--- config.mk ---
export PLATFORM = sky130hd
export DESIGN_NAME = hmac_sha256_engine
export DESIGN_NICKNAME = d
export VERILOG_FILES = /design/src/rtl/core/hmac_pkg.sv /design/src/rtl/core/hmac_sha256_engine.sv /design/src/rtl/core/hmac_core.sv
export SDC_FILE = /design/constraint.sdc
export NUM_CORES = 2
export LEC_CHECK = 0
export BUFFER_PORTS_ARGS = -buffer_cell sky130_fd_sc_hd__buf_2
export CORE_ASPECT_RATIO = 0.7
export CORE_UTILIZATION = 40
export CTS_BUF_LIST = sky130_fd_sc_hd__clkbuf_8
export DETAILED_ROUTE_END_ITERATION = 10
export GPL_ROUTABILITY_DRIVEN = 1
export SLEW_MARGIN = 20
export SYNTH_ARGS = -nofsm -noshare
export SYNTH_HDL_FRONTEND = slang
export SYNTH_SLANG_ARGS = --single-unit
--- constraint.sdc ---
create_clock -name clk_i -period 12.68 [get_ports clk_i]
set_input_delay 0.634 -clock clk_i [delete_from_list [all_inputs] [get_ports clk_i]]
set_output_delay 0.634 -clock clk_i [all_outputs]
set_load 0.02 [all_outputs]
--- src/rtl/core/hmac_pkg.sv ---
// ----------------------------------------------------------------------------
// hmac_pkg
// Shared types, codes and SHA-256 round functions for the HMAC-SHA256 engine.
// ----------------------------------------------------------------------------
package hmac_pkg;

  // Request codes on the input channel
  localparam logic [1:0] REQ_KEY = 2'd0;
  localparam logic [1:0] REQ_MSG = 2'd1;
  localparam logic [1:0] REQ_FIN = 2'd2;

  // Pad bytes
  localparam logic [7:0] IPAD     = 8'h36;
  localparam logic [7:0] OPAD     = 8'h5c;
  localparam logic [7:0] NOPAD    = 8'h00;
  localparam logic [7:0] PAD_MARK = 8'h80;

  // SHA-256 initial hash value, word 0 in the top bits
  localparam logic [255:0] SHA_IV = {
    32'h6a09e667, 32'hbb67ae85, 32'h3c6ef372, 32'ha54ff53a,
    32'h510e527f, 32'h9b05688c, 32'h1f83d9ab, 32'h5be0cd19
  };

  // Sequencer states
  typedef enum logic [3:0] {
    S_IDLE, S_KEYLD, S_WRBYTE, S_PAD, S_LEN, S_HASH, S_DIGKEY, S_DIGBLK, S_OUT
  } st_e;

  // Transaction phase
  typedef enum logic [2:0] {
    PH_IDLE, PH_KEY, PH_LONG, PH_HMAC, PH_PLAIN
  } ph_e;

  // Step that follows a block compression
  typedef enum logic [2:0] {
    A_IDLE, A_WRBYTE, A_PAD, A_FINAL, A_REQ, A_DIGBLK
  } aft_e;

  // What a finished digest is used for
  typedef enum logic [1:0] {
    F_LONGKEY, F_INNER, F_DONE
  } fin_e;

  // Compression core states
  typedef enum logic [1:0] {
    C_IDLE, C_LOAD, C_ROUND, C_UPD
  } cst_e;

  // Block buffer write port
  typedef struct packed {
    logic        en;
    logic [3:0]  addr;
    logic [3:0]  be;
    logic [31:0] data;
  } blk_wr_t;

  // Core control and status
  typedef struct packed {
    logic start;
    logic last_blk;
    logic init;
  } hs_ctl_t;

  typedef struct packed {
    logic busy;
    logic done;
  } hs_sts_t;

  function automatic logic [31:0] rotr(input logic [31:0] v, input int unsigned s);
    rotr = (v >> s) | (v << (32 - s));
  endfunction

  function automatic logic [31:0] bsig0(input logic [31:0] x);
    bsig0 = rotr(x, 2) ^ rotr(x, 13) ^ rotr(x, 22);
  endfunction

  function automatic logic [31:0] bsig1(input logic [31:0] x);
    bsig1 = rotr(x, 6) ^ rotr(x, 11) ^ rotr(x, 25);
  endfunction

  function automatic logic [31:0] ssig0(input logic [31:0] x);
    ssig0 = rotr(x, 7) ^ rotr(x, 18) ^ (x >> 3);
  endfunction

  function automatic logic [31:0] ssig1(input logic [31:0] x);
    ssig1 = rotr(x, 17) ^ rotr(x, 19) ^ (x >> 10);
  endfunction

  // Round constants
  function automatic logic [31:0] round_k(input logic [5:0] r);
    logic [31:0] k;
    case (r)
      6'd0:  k = 32'h428a2f98; 6'd1:  k = 32'h71374491; 6'd2:  k = 32'hb5c0fbcf;
      6'd3:  k = 32'he9b5dba5; 6'd4:  k = 32'h3956c25b; 6'd5:  k = 32'h59f111f1;
      6'd6:  k = 32'h923f82a4; 6'd7:  k = 32'hab1c5ed5; 6'd8:  k = 32'hd807aa98;
      6'd9:  k = 32'h12835b01; 6'd10: k = 32'h243185be; 6'd11: k = 32'h550c7dc3;
      6'd12: k = 32'h72be5d74; 6'd13: k = 32'h80deb1fe; 6'd14: k = 32'h9bdc06a7;
      6'd15: k = 32'hc19bf174; 6'd16: k = 32'he49b69c1; 6'd17: k = 32'hefbe4786;
      6'd18: k = 32'h0fc19dc6; 6'd19: k = 32'h240ca1cc; 6'd20: k = 32'h2de92c6f;
      6'd21: k = 32'h4a7484aa; 6'd22: k = 32'h5cb0a9dc; 6'd23: k = 32'h76f988da;
      6'd24: k = 32'h983e5152; 6'd25: k = 32'ha831c66d; 6'd26: k = 32'hb00327c8;
      6'd27: k = 32'hbf597fc7; 6'd28: k = 32'hc6e00bf3; 6'd29: k = 32'hd5a79147;
      6'd30: k = 32'h06ca6351; 6'd31: k = 32'h14292967; 6'd32: k = 32'h27b70a85;
      6'd33: k = 32'h2e1b2138; 6'd34: k = 32'h4d2c6dfc; 6'd35: k = 32'h53380d13;
      6'd36: k = 32'h650a7354; 6'd37: k = 32'h766a0abb; 6'd38: k = 32'h81c2c92e;
      6'd39: k = 32'h92722c85; 6'd40: k = 32'ha2bfe8a1; 6'd41: k = 32'ha81a664b;
      6'd42: k = 32'hc24b8b70; 6'd43: k = 32'hc76c51a3; 6'd44: k = 32'hd192e819;
      6'd45: k = 32'hd6990624; 6'd46: k = 32'hf40e3585; 6'd47: k = 32'h106aa070;
      6'd48: k = 32'h19a4c116; 6'd49: k = 32'h1e376c08; 6'd50: k = 32'h2748774c;
      6'd51: k = 32'h34b0bcb5; 6'd52: k = 32'h391c0cb3; 6'd53: k = 32'h4ed8aa4a;
      6'd54: k = 32'h5b9cca4f; 6'd55: k = 32'h682e6ff3; 6'd56: k = 32'h748f82ee;
      6'd57: k = 32'h78a5636f; 6'd58: k = 32'h84c87814; 6'd59: k = 32'h8cc70208;
      6'd60: k = 32'h90befffa; 6'd61: k = 32'ha4506ceb; 6'd62: k = 32'hbef9a3f7;
      default: k = 32'hc67178f2;
    endcase
    round_k = k;
  endfunction

endpackage

--- src/rtl/core/hmac_sha256_engine.sv ---
// ----------------------------------------------------------------------------
// hmac_sha256_engine
// Streaming HMAC-SHA256 / SHA-256 engine, one key or message byte per item.
// ----------------------------------------------------------------------------
// Usage: send key bytes (req_type 0), then message bytes (1), then a finish
// item (2). cfg_we_i/cfg_wdata_i set hmac_enable (1 = HMAC, 0 = plain
// SHA-256); write it only while the engine is idle. Both channels use
// valid/stall; a transfer happens when valid is high and stall is low.
// Each completed 64-byte block is compressed by the single round unit (16
// buffer reads, 64 rounds, one hash update). A key pad block is first
// copied from key memory. Finish pads the last block with one or two
// compressions, and in HMAC mode adds the outer hash (pad copy,
// compression, 8 digest words, padding, compression); then eight digest
// words leave at one per cycle while the output is not stalled.
// A rejected key byte gives one result with status 1 at once.
// Reset: hash words take the SHA-256 IV, the key is empty, hmac_enable is 1;
// no clearing pass is needed. A stalled output holds its word and the engine
// waits; no input is taken while a result is stalled.
// ----------------------------------------------------------------------------
module hmac_sha256_engine import hmac_pkg::*; (
  input  logic        clk_i,
  input  logic        rst_ni,
  input  logic        cfg_we_i,
  input  logic        cfg_wdata_i,
  input  logic        in_valid_i,
  output logic        in_stall_o,
  input  logic [1:0]  req_type_i,
  input  logic [7:0]  data_byte_i,
  output logic        out_valid_o,
  input  logic        out_stall_i,
  output logic [31:0] digest_word_o,
  output logic [2:0]  word_index_o,
  output logic        status_o,
  output logic        last_o
);

  st_e         st_q, st_d;
  ph_e         ph_q, ph_d;
  aft_e        aft_q, aft_d;
  fin_e        fin_q, fin_d;
  logic        hen_q;
  logic [6:0]  key_len_q, key_len_d;
  logic [5:0]  fill_q, fill_d;
  logic [63:0] len_q, len_d;
  logic [7:0]  byte_q, byte_d;
  logic        is_fin_q, is_fin_d;
  logic [4:0]  cnt_q, cnt_d;
  logic [7:0]  pad_q, pad_d;
  logic        mark_q, mark_d;

  logic [31:0] key_mem [16];
  logic [31:0] key_rd_q;
  logic [3:0]  kidx_q;
  logic        kv_q;
  logic [31:0] key_word;

  logic        key_we;
  logic [3:0]  key_addr;
  logic [3:0]  key_be;
  logic [31:0] key_wdata;

  blk_wr_t     blk_wr;
  hs_ctl_t     hs_ctl;
  hs_sts_t     hs_sts;
  logic [255:0] digest;
  logic [31:0] dig_sel;

  logic        in_xfer;
  logic        out_free;
  logic        out_load;
  logic [31:0] o_word;
  logic [2:0]  o_idx;
  logic        o_status, o_last;
  logic        out_vld_q;
  logic [31:0] out_word_q;
  logic [2:0]  out_idx_q;
  logic        out_status_q, out_last_q;

  hmac_core u_core (
    .clk_i    (clk_i),
    .rst_ni   (rst_ni),
    .wr_i     (blk_wr),
    .ctl_i    (hs_ctl),
    .sts_o    (hs_sts),
    .digest_o (digest)
  );

  assign out_free   = !out_vld_q || !out_stall_i;
  assign in_stall_o = !((st_q == S_IDLE) && out_free);
  assign in_xfer    = in_valid_i && !in_stall_o;
  assign dig_sel    = digest[{3'd7 - cnt_q[2:0], 5'd0} +: 32];

  // Key memory: byte writes, registered read
  always_ff @(posedge clk_i) begin
    for (int j = 0; j < 4; j++) begin
      if (key_we && key_be[j]) key_mem[key_addr][8*j +: 8] <= key_wdata[8*j +: 8];
    end
    key_rd_q <= key_mem[cnt_q[3:0]];
    kidx_q   <= cnt_q[3:0];
  end

  // Bytes at or beyond the key length read as zero
  always_comb begin
    for (int j = 0; j < 4; j++) begin
      key_word[31 - 8*j -: 8] = ({1'b0, kidx_q, 2'(j)} < key_len_q) ?
                                key_rd_q[31 - 8*j -: 8] : 8'h00;
    end
  end

  // Sequencer
  always_comb begin
    st_d      = st_q;
    ph_d      = ph_q;
    aft_d     = aft_q;
    fin_d     = fin_q;
    key_len_d = key_len_q;
    fill_d    = fill_q;
    len_d     = len_q;
    byte_d    = byte_q;
    is_fin_d  = is_fin_q;
    cnt_d     = cnt_q;
    pad_d     = pad_q;
    mark_d    = mark_q;
    hs_ctl    = '0;
    blk_wr.en   = 1'b0;
    blk_wr.addr = fill_q[5:2];
    blk_wr.be   = 4'b1000 >> fill_q[1:0];
    blk_wr.data = {4{byte_q}};
    key_we    = 1'b0;
    key_addr  = key_len_q[5:2];
    key_be    = 4'b1000 >> key_len_q[1:0];
    key_wdata = {4{data_byte_i}};
    out_load  = 1'b0;
    o_word    = '0;
    o_idx     = '0;
    o_status  = 1'b0;
    o_last    = 1'b0;
    unique case (st_q)
      S_IDLE: begin
        if (in_xfer) begin
          byte_d   = data_byte_i;
          is_fin_d = (req_type_i == REQ_FIN);
          case (req_type_i) inside
            REQ_KEY: begin
              if (!hen_q || ph_q == PH_HMAC || ph_q == PH_PLAIN) begin
                // out-of-order key byte, or any key byte in plain mode
                out_load = 1'b1;
                o_status = 1'b1;
                o_last   = 1'b1;
              end else if (ph_q == PH_LONG) begin
                st_d = S_WRBYTE;
              end else if (key_len_q < 7'd64) begin
                key_we    = 1'b1;
                key_len_d = key_len_q + 7'd1;
                ph_d      = PH_KEY;
              end else begin
                // key overflows a block: hash it raw, then this byte
                ph_d  = PH_LONG;
                st_d  = S_KEYLD;
                cnt_d = '0;
                pad_d = NOPAD;
                aft_d = A_WRBYTE;
              end
            end
            REQ_MSG, REQ_FIN: begin
              if (ph_q == PH_IDLE || ph_q == PH_KEY || ph_q == PH_LONG) begin
                if (hen_q) begin
                  if (ph_q == PH_LONG) begin
                    st_d   = S_PAD;
                    mark_d = 1'b1;
                    fin_d  = F_LONGKEY;
                  end else begin
                    ph_d  = PH_HMAC;
                    st_d  = S_KEYLD;
                    cnt_d = '0;
                    pad_d = IPAD;
                    aft_d = A_REQ;
                  end
                end else begin
                  hs_ctl.init = 1'b1;
                  key_len_d   = '0;
                  fill_d      = '0;
                  len_d       = '0;
                  ph_d        = PH_PLAIN;
                  if (req_type_i == REQ_FIN) begin
                    st_d   = S_PAD;
                    mark_d = 1'b1;
                    fin_d  = F_DONE;
                  end else begin
                    st_d = S_WRBYTE;
                  end
                end
              end else if (req_type_i == REQ_FIN) begin
                st_d   = S_PAD;
                mark_d = 1'b1;
                fin_d  = (ph_q == PH_HMAC) ? F_INNER : F_DONE;
              end else begin
                st_d = S_WRBYTE;
              end
            end
            default: ;
          endcase
        end
      end
      S_KEYLD: begin
        if (kv_q) begin
          blk_wr.en   = 1'b1;
          blk_wr.addr = kidx_q;
          blk_wr.be   = 4'b1111;
          blk_wr.data = key_word ^ {4{pad_q}};
        end
        if (cnt_q == 5'd16) begin
          hs_ctl.start = 1'b1;
          len_d        = len_q + 64'd512;
          st_d         = S_HASH;
        end else begin
          cnt_d = cnt_q + 5'd1;
        end
      end
      S_WRBYTE: begin
        blk_wr.en = 1'b1;
        len_d     = len_q + 64'd8;
        if (fill_q == 6'd63) begin
          fill_d       = '0;
          hs_ctl.start = 1'b1;
          aft_d        = A_IDLE;
          st_d         = S_HASH;
        end else begin
          fill_d = fill_q + 6'd1;
          st_d   = S_IDLE;
        end
      end
      S_PAD: begin
        blk_wr.en   = 1'b1;
        blk_wr.data = {4{mark_q ? PAD_MARK : 8'h00}};
        mark_d      = 1'b0;
        if (fill_q == 6'd63) begin
          fill_d       = '0;
          hs_ctl.start = 1'b1;
          aft_d        = A_PAD;
          st_d         = S_HASH;
        end else if (fill_q == 6'd55) begin
          fill_d = 6'd56;
          cnt_d  = '0;
          st_d   = S_LEN;
        end else begin
          fill_d = fill_q + 6'd1;
        end
      end
      S_LEN: begin
        // 64-bit big-endian bit count in words 14 and 15
        blk_wr.en   = 1'b1;
        blk_wr.be   = 4'b1111;
        blk_wr.addr = cnt_q[0] ? 4'd15 : 4'd14;
        blk_wr.data = cnt_q[0] ? len_q[31:0] : len_q[63:32];
        if (cnt_q[0]) begin
          fill_d          = '0;
          hs_ctl.start    = 1'b1;
          hs_ctl.last_blk = 1'b1;
          aft_d           = A_FINAL;
          st_d            = S_HASH;
        end else begin
          cnt_d = 5'd1;
        end
      end
      S_HASH: begin
        if (hs_sts.done) begin
          cnt_d = '0;
          case (aft_q)
            A_IDLE:   st_d = S_IDLE;
            A_WRBYTE: st_d = S_WRBYTE;
            A_PAD:    st_d = S_PAD;
            A_DIGBLK: st_d = S_DIGBLK;
            A_REQ: begin
              if (is_fin_q) begin
                st_d   = S_PAD;
                mark_d = 1'b1;
                fin_d  = F_INNER;
              end else begin
                st_d = S_WRBYTE;
              end
            end
            default: begin
              len_d = '0;
              case (fin_q)
                F_LONGKEY: st_d = S_DIGKEY;
                F_INNER: begin
                  st_d  = S_KEYLD;
                  pad_d = OPAD;
                  aft_d = A_DIGBLK;
                end
                default: st_d = S_OUT;
              endcase
            end
          endcase
        end
      end
      S_DIGKEY: begin
        // hashed long key becomes the key block
        key_we    = 1'b1;
        key_addr  = {1'b0, cnt_q[2:0]};
        key_be    = 4'b1111;
        key_wdata = dig_sel;
        if (cnt_q[2:0] == 3'd7) begin
          key_len_d = 7'd32;
          ph_d      = PH_HMAC;
          st_d      = S_KEYLD;
          cnt_d     = '0;
          pad_d     = IPAD;
          aft_d     = A_REQ;
        end else begin
          cnt_d = cnt_q + 5'd1;
        end
      end
      S_DIGBLK: begin
        // inner digest follows the outer pad block
        blk_wr.en   = 1'b1;
        blk_wr.addr = {1'b0, cnt_q[2:0]};
        blk_wr.be   = 4'b1111;
        blk_wr.data = dig_sel;
        len_d       = len_q + 64'd32;
        if (cnt_q[2:0] == 3'd7) begin
          fill_d = 6'd32;
          st_d   = S_PAD;
          mark_d = 1'b1;
          fin_d  = F_DONE;
        end else begin
          cnt_d = cnt_q + 5'd1;
        end
      end
      S_OUT: begin
        if (out_free) begin
          out_load = 1'b1;
          o_word   = dig_sel;
          o_idx    = cnt_q[2:0];
          o_last   = (cnt_q[2:0] == 3'd7);
          if (cnt_q[2:0] == 3'd7) begin
            key_len_d = '0;
            ph_d      = PH_IDLE;
            st_d      = S_IDLE;
          end else begin
            cnt_d = cnt_q + 5'd1;
          end
        end
      end
      default: st_d = S_IDLE;
    endcase
  end

  // Control registers
  always_ff @(posedge clk_i or negedge rst_ni) begin
    if (!rst_ni) begin
      st_q      <= S_IDLE;
      ph_q      <= PH_IDLE;
      aft_q     <= A_IDLE;
      fin_q     <= F_DONE;
      hen_q     <= 1'b1;
      key_len_q <= '0;
      fill_q    <= '0;
      len_q     <= '0;
      is_fin_q  <= 1'b0;
      cnt_q     <= '0;
      mark_q    <= 1'b0;
      kv_q      <= 1'b0;
      out_vld_q <= 1'b0;
    end else begin
      st_q      <= st_d;
      ph_q      <= ph_d;
      aft_q     <= aft_d;
      fin_q     <= fin_d;
      if (cfg_we_i) hen_q <= cfg_wdata_i;
      key_len_q <= key_len_d;
      fill_q    <= fill_d;
      len_q     <= len_d;
      is_fin_q  <= is_fin_d;
      cnt_q     <= cnt_d;
      mark_q    <= mark_d;
      kv_q      <= (st_q == S_KEYLD) && (cnt_q < 5'd16);
      out_vld_q <= out_load || (out_vld_q && out_stall_i);
    end
  end

  // Payload registers
  always_ff @(posedge clk_i) begin
    byte_q <= byte_d;
    pad_q  <= pad_d;
    if (out_load) begin
      out_word_q   <= o_word;
      out_idx_q    <= o_idx;
      out_status_q <= o_status;
      out_last_q   <= o_last;
    end
  end

  assign out_valid_o   = out_vld_q;
  assign digest_word_o = out_word_q;
  assign word_index_o  = out_idx_q;
  assign status_o      = out_status_q;
  assign last_o        = out_last_q;

  a_key_len: assert property (@(posedge clk_i) disable iff (!rst_ni)
    key_len_q <= 7'd64) else $error("key length overflow");

  a_reject_single: assert property (@(posedge clk_i) disable iff (!rst_ni)
    out_vld_q && out_status_q |-> out_last_q && out_idx_q == 3'd0)
    else $error("reject result not a single item");

  a_start_idle: assert property (@(posedge clk_i) disable iff (!rst_ni)
    hs_ctl.start |-> !hs_sts.busy) else $error("compression started while busy");

  a_no_in_busy: assert property (@(posedge clk_i) disable iff (!rst_ni)
    hs_sts.busy |-> in_stall_o) else $error("input transfer during compression");

endmodule

--- src/rtl/core/hmac_core.sv ---
// ----------------------------------------------------------------------------
// hmac_core
// SHA-256 block compression: holds the 64-byte block buffer memory, the hash
// words, the working variables and a 16-word message schedule window.
// ----------------------------------------------------------------------------
module hmac_core import hmac_pkg::*; (
  input  logic           clk_i,
  input  logic           rst_ni,
  input  blk_wr_t        wr_i,
  input  hs_ctl_t        ctl_i,
  output hs_sts_t        sts_o,
  output logic [255:0]   digest_o
);

  cst_e        cst_q, cst_d;
  logic [5:0]  cnt_q, cnt_d;
  logic        rdv_q;
  logic        last_q;
  logic [31:0] blk_mem [16];
  logic [31:0] rd_q;
  logic [31:0] sched_q [16];
  logic [31:0] wv_q [8];
  logic [31:0] hash_q [8];
  logic [255:0] dig_q;
  logic [31:0] t1, t2, wnew;
  logic [31:0] sum [8];

  // Block buffer: byte-lane writes, registered read
  always_ff @(posedge clk_i) begin
    for (int j = 0; j < 4; j++) begin
      if (wr_i.en && wr_i.be[j]) begin
        blk_mem[wr_i.addr][8*j +: 8] <= wr_i.data[8*j +: 8];
      end
    end
    rd_q <= blk_mem[cnt_q[3:0]];
  end

  // Round and schedule datapath
  always_comb begin
    t1 = wv_q[7] + bsig1(wv_q[4]) + ((wv_q[4] & wv_q[5]) ^ (~wv_q[4] & wv_q[6]))
       + round_k(cnt_q) + sched_q[0];
    t2 = bsig0(wv_q[0]) + ((wv_q[0] & wv_q[1]) ^ (wv_q[0] & wv_q[2]) ^ (wv_q[1] & wv_q[2]));
    wnew = sched_q[0] + ssig0(sched_q[1]) + sched_q[9] + ssig1(sched_q[14]);
    for (int i = 0; i < 8; i++) begin
      sum[i] = hash_q[i] + wv_q[i];
    end
  end

  // Next state
  always_comb begin
    cst_d = cst_q;
    cnt_d = cnt_q;
    unique case (cst_q)
      C_IDLE: begin
        if (ctl_i.start) begin
          cst_d = C_LOAD;
          cnt_d = '0;
        end
      end
      C_LOAD: begin
        if (cnt_q == 6'd16) begin
          cst_d = C_ROUND;
          cnt_d = '0;
        end else begin
          cnt_d = cnt_q + 6'd1;
        end
      end
      C_ROUND: begin
        if (cnt_q == 6'd63) cst_d = C_UPD;
        else cnt_d = cnt_q + 6'd1;
      end
      C_UPD: cst_d = C_IDLE;
      default: cst_d = C_IDLE;
    endcase
  end

  always_ff @(posedge clk_i or negedge rst_ni) begin
    if (!rst_ni) begin
      cst_q <= C_IDLE;
      cnt_q <= '0;
      rdv_q <= 1'b0;
      last_q <= 1'b0;
      for (int i = 0; i < 8; i++) hash_q[i] <= SHA_IV[255 - 32*i -: 32];
    end else begin
      cst_q <= cst_d;
      cnt_q <= cnt_d;
      rdv_q <= (cst_q == C_LOAD) && (cnt_q < 6'd16);
      if (cst_q == C_IDLE && ctl_i.start) last_q <= ctl_i.last_blk;
      if (cst_q == C_IDLE && ctl_i.init) begin
        for (int i = 0; i < 8; i++) hash_q[i] <= SHA_IV[255 - 32*i -: 32];
      end else if (cst_q == C_UPD) begin
        for (int i = 0; i < 8; i++) begin
          hash_q[i] <= last_q ? SHA_IV[255 - 32*i -: 32] : sum[i];
        end
      end
    end
  end

  // Working variables, schedule window and digest capture (final block only)
  always_ff @(posedge clk_i) begin
    if (cst_q == C_IDLE && ctl_i.start) begin
      for (int i = 0; i < 8; i++) wv_q[i] <= hash_q[i];
    end
    if (rdv_q || cst_q == C_ROUND) begin
      for (int i = 0; i < 15; i++) sched_q[i] <= sched_q[i+1];
      sched_q[15] <= rdv_q ? rd_q : wnew;
    end
    if (cst_q == C_ROUND) begin
      wv_q[7] <= wv_q[6];
      wv_q[6] <= wv_q[5];
      wv_q[5] <= wv_q[4];
      wv_q[4] <= wv_q[3] + t1;
      wv_q[3] <= wv_q[2];
      wv_q[2] <= wv_q[1];
      wv_q[1] <= wv_q[0];
      wv_q[0] <= t1 + t2;
    end
    if (cst_q == C_UPD && last_q) begin
      for (int i = 0; i < 8; i++) dig_q[255 - 32*i -: 32] <= sum[i];
    end
  end

  assign sts_o.busy = (cst_q != C_IDLE);
  assign sts_o.done = (cst_q == C_UPD);
  assign digest_o   = dig_q;

  // Block buffer must not change while a block is being hashed
  a_no_wr_busy: assert property (@(posedge clk_i) disable iff (!rst_ni)
    wr_i.en |-> cst_q == C_IDLE) else $error("block write during compression");

  a_start_in_idle: assert property (@(posedge clk_i) disable iff (!rst_ni)
    ctl_i.start |-> cst_q == C_IDLE) else $error("start while compressing");

  a_no_load_in_round: assert property (@(posedge clk_i) disable iff (!rst_ni)
    cst_q == C_ROUND |-> !rdv_q) else $error("buffer read overlaps rounds");

  a_upd_one_cycle: assert property (@(posedge clk_i) disable iff (!rst_ni)
    cst_q == C_UPD |=> cst_q == C_IDLE) else $error("hash update not single cycle");

endmodule

==> flow_summary.yaml <==
finish:
  drive_above_1_share_pct: 17.3
  layout.cells.non_filler: 13546
  area_delta_synth_final_pct: 10.4
  nFillCells: 27443
  nets: 9721
clocking:
  h-tree-depth: 5
  post-cts-setup-buffers: 0
  tritoncts: "done"
  clock_latency_ps: 1040
  cts_resized: 0
  cts-buffers-inserted: 387
  root_buffer: "clkbuf_8"
  clkTransAtPathRegs_ps: 70
  cts_buffer_depth: 4
  numClockSinks: 2526
critical_path:
  crit_slowest_cell: "a211oi_1"
  critPathLaunch: "u_core.cnt_q[0]"
  crit_path_max_incr_delay_ps: 840
  critical_path.endpoint: "u_core.wv_q[0][30]"
  path_common_cell: "a21oi_1"
  cp_max_fo: 18
  cp.arrival_ps: 11110
  r2r_start: "u_core.cnt_q[0]"
  start_kind: "register"
  rr_worst_depth: 38
  r2r-end: "u_core.wv_q[0][30]"
  cp_num_buf_inv: 5
  rrSetupSlack_ps: 2320
  worst-path-stages: 38
  path_class: "reg -> reg"
  path_delay_family: "compound AO/OA/AOI/OAI gates"
  endpoint_kind: "register"
  required_ps: 13430
sta:
  fin_crit_ps: 10360
  setup_tns_ps: 0
  clock.fmax_mhz: 96.5
  fin_skew_ps: 88.5
  slew_violations: 0
  finalSetupViolCount: 0
  worstMarginPinSlew_ps: 1180
  final_hold_viol_count: 0
  timing.slew.headroom_pct: 19.6
  period_share_pct: 81.7
  rsz0062_at_grt: "false"
die:
  start_util_pct: 40.4
  placementRows: 170
  dieArea_sq_mm: 0.313
  die_h_um: 468
  die_w_um: 668
  pin_count: 55
  core_sq_mm: 0.308
outcome:
  status: "completed"
logic_synthesis:
  ys_seq_elements: 2526
  syn_avg_cell_area_sq_um: 14.0
  synth.top_cell.area_share_pct: 50.7
  async_reset_ff_share_pct: 14.3
  syn_area_sq_mm: 0.124
  synthCells: 8889
  synth.distinct_cells: 91
  synth_largest_area_cell: "edfxtp_1"
  synthFlopType: "edfxtp_1"
  synth.most_common_cell: "edfxtp_1"
  yosysSeqAreaShare_pct: 59.2
  synth_common_cells: "edfxtp_1, nor2_1, a21oi_1"
  ys_warn_count: 0
  synth.area.top_cells: "edfxtp_1, mux4_2, dfrtp_1, ha_1, fa_1"
  synth-edff-count: 2096
  syn_nets: 9515
detailed_routing:
  ant_nets: 0
  viasPerCell: 5.93
  wire_per_inst_um: 29.1
  drt_iter0_drc: 10312
  postRouteWirelength_um: 395000
  drt-pass1-iter-count: 8
  vias: 80332
  drc: 0
global_route:
  overflow: 0
  grt_pass1_wl_um: 563000
  grt_pass1_vias: 77039
  grt_max_degree: 138
  antenna_found_initial: 16
  grtUsageTotal_pct: 24.8
min_path:
  worstHoldPathType: "in -> reg"
flow_run:
  drv_cap: 0
placed_design:
  place_congestion: 0.974
  port_buffers: 54
  dp_cells: 12822
  hpwlAfterDp_um: 284000
final cells by class:
cell class	instances	area (sq um)	area share [%]
well taps	4128	5160	3.77
flip-flops and latches	2526	73600	53.7
multi-input cells	5570	47900	34.9
repair buffers	231	1690	1.23
clock buffers	419	5770	4.21
clock inverters	289	1560	1.13
diodes	4	10.0	0.00730
inverters	379	1420	1.04
tightest hold or removal path, delay by kind of cell:
family,cells,cell delay [ps]
AND/OR/NAND/NOR,2,220
buffers and inverters,2,290
worst min-delay path by stage:
stage,from,end,slack (ps),cells after the start
final,out_stall_i,out_valid_o,230,4
after detailed placement,u_core.sched_q[1][48],u_core.sched_q[1][16],400,0
after global placement,u_core.sched_q[3][50],u_core.sched_q[3][18],400,0
after CTS,out_stall_i,out_valid_o,130,4
after global routing,out_stall_i,out_valid_o,190,4
after floorplan,rst_ni,aft_q[0],340,0
metal layers:
layer  share of wire (%)  vias up  routed length [um]  track usage [%]
li1                    -    34293                   -                -
met1                  47    41333              185000             39.4
met2                  39     4139              155000             32.8
met3                  11      559               41500             6.14
met4                 3.2        8               12700             7.25
met5               0.011        -                  44                0
stage by stage:
stage | setup slack [ps] | area [sq um] | utilization [%] | hold WS, ps
4_1_cts | 2410 | 137000 | 44.5 | 131
3_5_place_dp | 2460 | 130000 | 42.1 | 405
2_1_floorplan | 3350 | 124000 | - | 338
5_1_grt | 1850 | 137000 | 44.6 | 187
3_3_place_gp | 2500 | 130000 | 42.1 | 400
6_report | 2320 | 137000 | 44.6 | 228
what timing repair did:
item	CTS	global route
endpoints found under the setup margin	0	0
hold buffers	11	0
hold endpoints to repair	76	0
registers in the layout, summed over array words and instances, names as in the netlist, 6 cells and up:
name and flops:
key_mem 512, u_core.blk_mem 512, u_core.sched_q 512, u_core.digest_o 256, u_core.hash_q 256, u_core.wv_q 256
len_q 61, digest_word_o 32, key_rd_q 32, u_core.rd_q 32, byte_q 8, key_len_q 7
fill_q 6, u_core.cnt_q 6
placed cells by master, fill, tap and decap left out, drive strengths merged, types with 19 or more instances in the layout:
cell | synthesis | routed
edfxtp | 2096 | 2096
nor2 | 553 | 553
a21oi | 533 | 533
inv | 375 | 532
o21ai | 458 | 458
xnor2 | 439 | 439
nand2 | 432 | 432
clkbuf | 336 | 419
ha | 415 | 415
mux4 | 389 | 389
mux2 | 277 | 277
dfrtp | 224 | 224
buf | 78 | 220
fa | 195 | 195
a21o | 174 | 174
xor2 | 170 | 170
dfstp | 138 | 138
o22a | 130 | 130
nand3 | 128 | 128
a22o | 117 | 117
clkinv | 4 | 116
nor3 | 99 | 99
a31oi | 89 | 89
mux2i | 73 | 73
dfxtp | 68 | 68
nand2b | 66 | 66
o21a | 64 | 64
o21bai | 61 | 61
nor2b | 60 | 60
and3 | 59 | 59
a211oi | 55 | 55
o31ai | 51 | 51
or3 | 45 | 45
nand4 | 36 | 36
o211ai | 31 | 31
and2 | 30 | 30
maj3 | 21 | 21
or2 | 20 | 20
a221oi | 19 | 19
cells by family after synthesis:
kind of cell | count (synthesis) | synth area share [%]
XOR/XNOR | 611 | 4.33
multiplexers | 739 | 10.2
flip-flops | 2526 | 59.2
AND/OR/NAND/NOR | 1596 | 5.91
buffers and inverters | 793 | 2.41
adder cells (fa/ha/maj) | 631 | 7.50
AO/OA/AOI/OAI | 1993 | 10.5
Power is left out: the tool's default activity adds up to more than one toggle a clock period on the data nets, which glitch-free logic cannot reach.
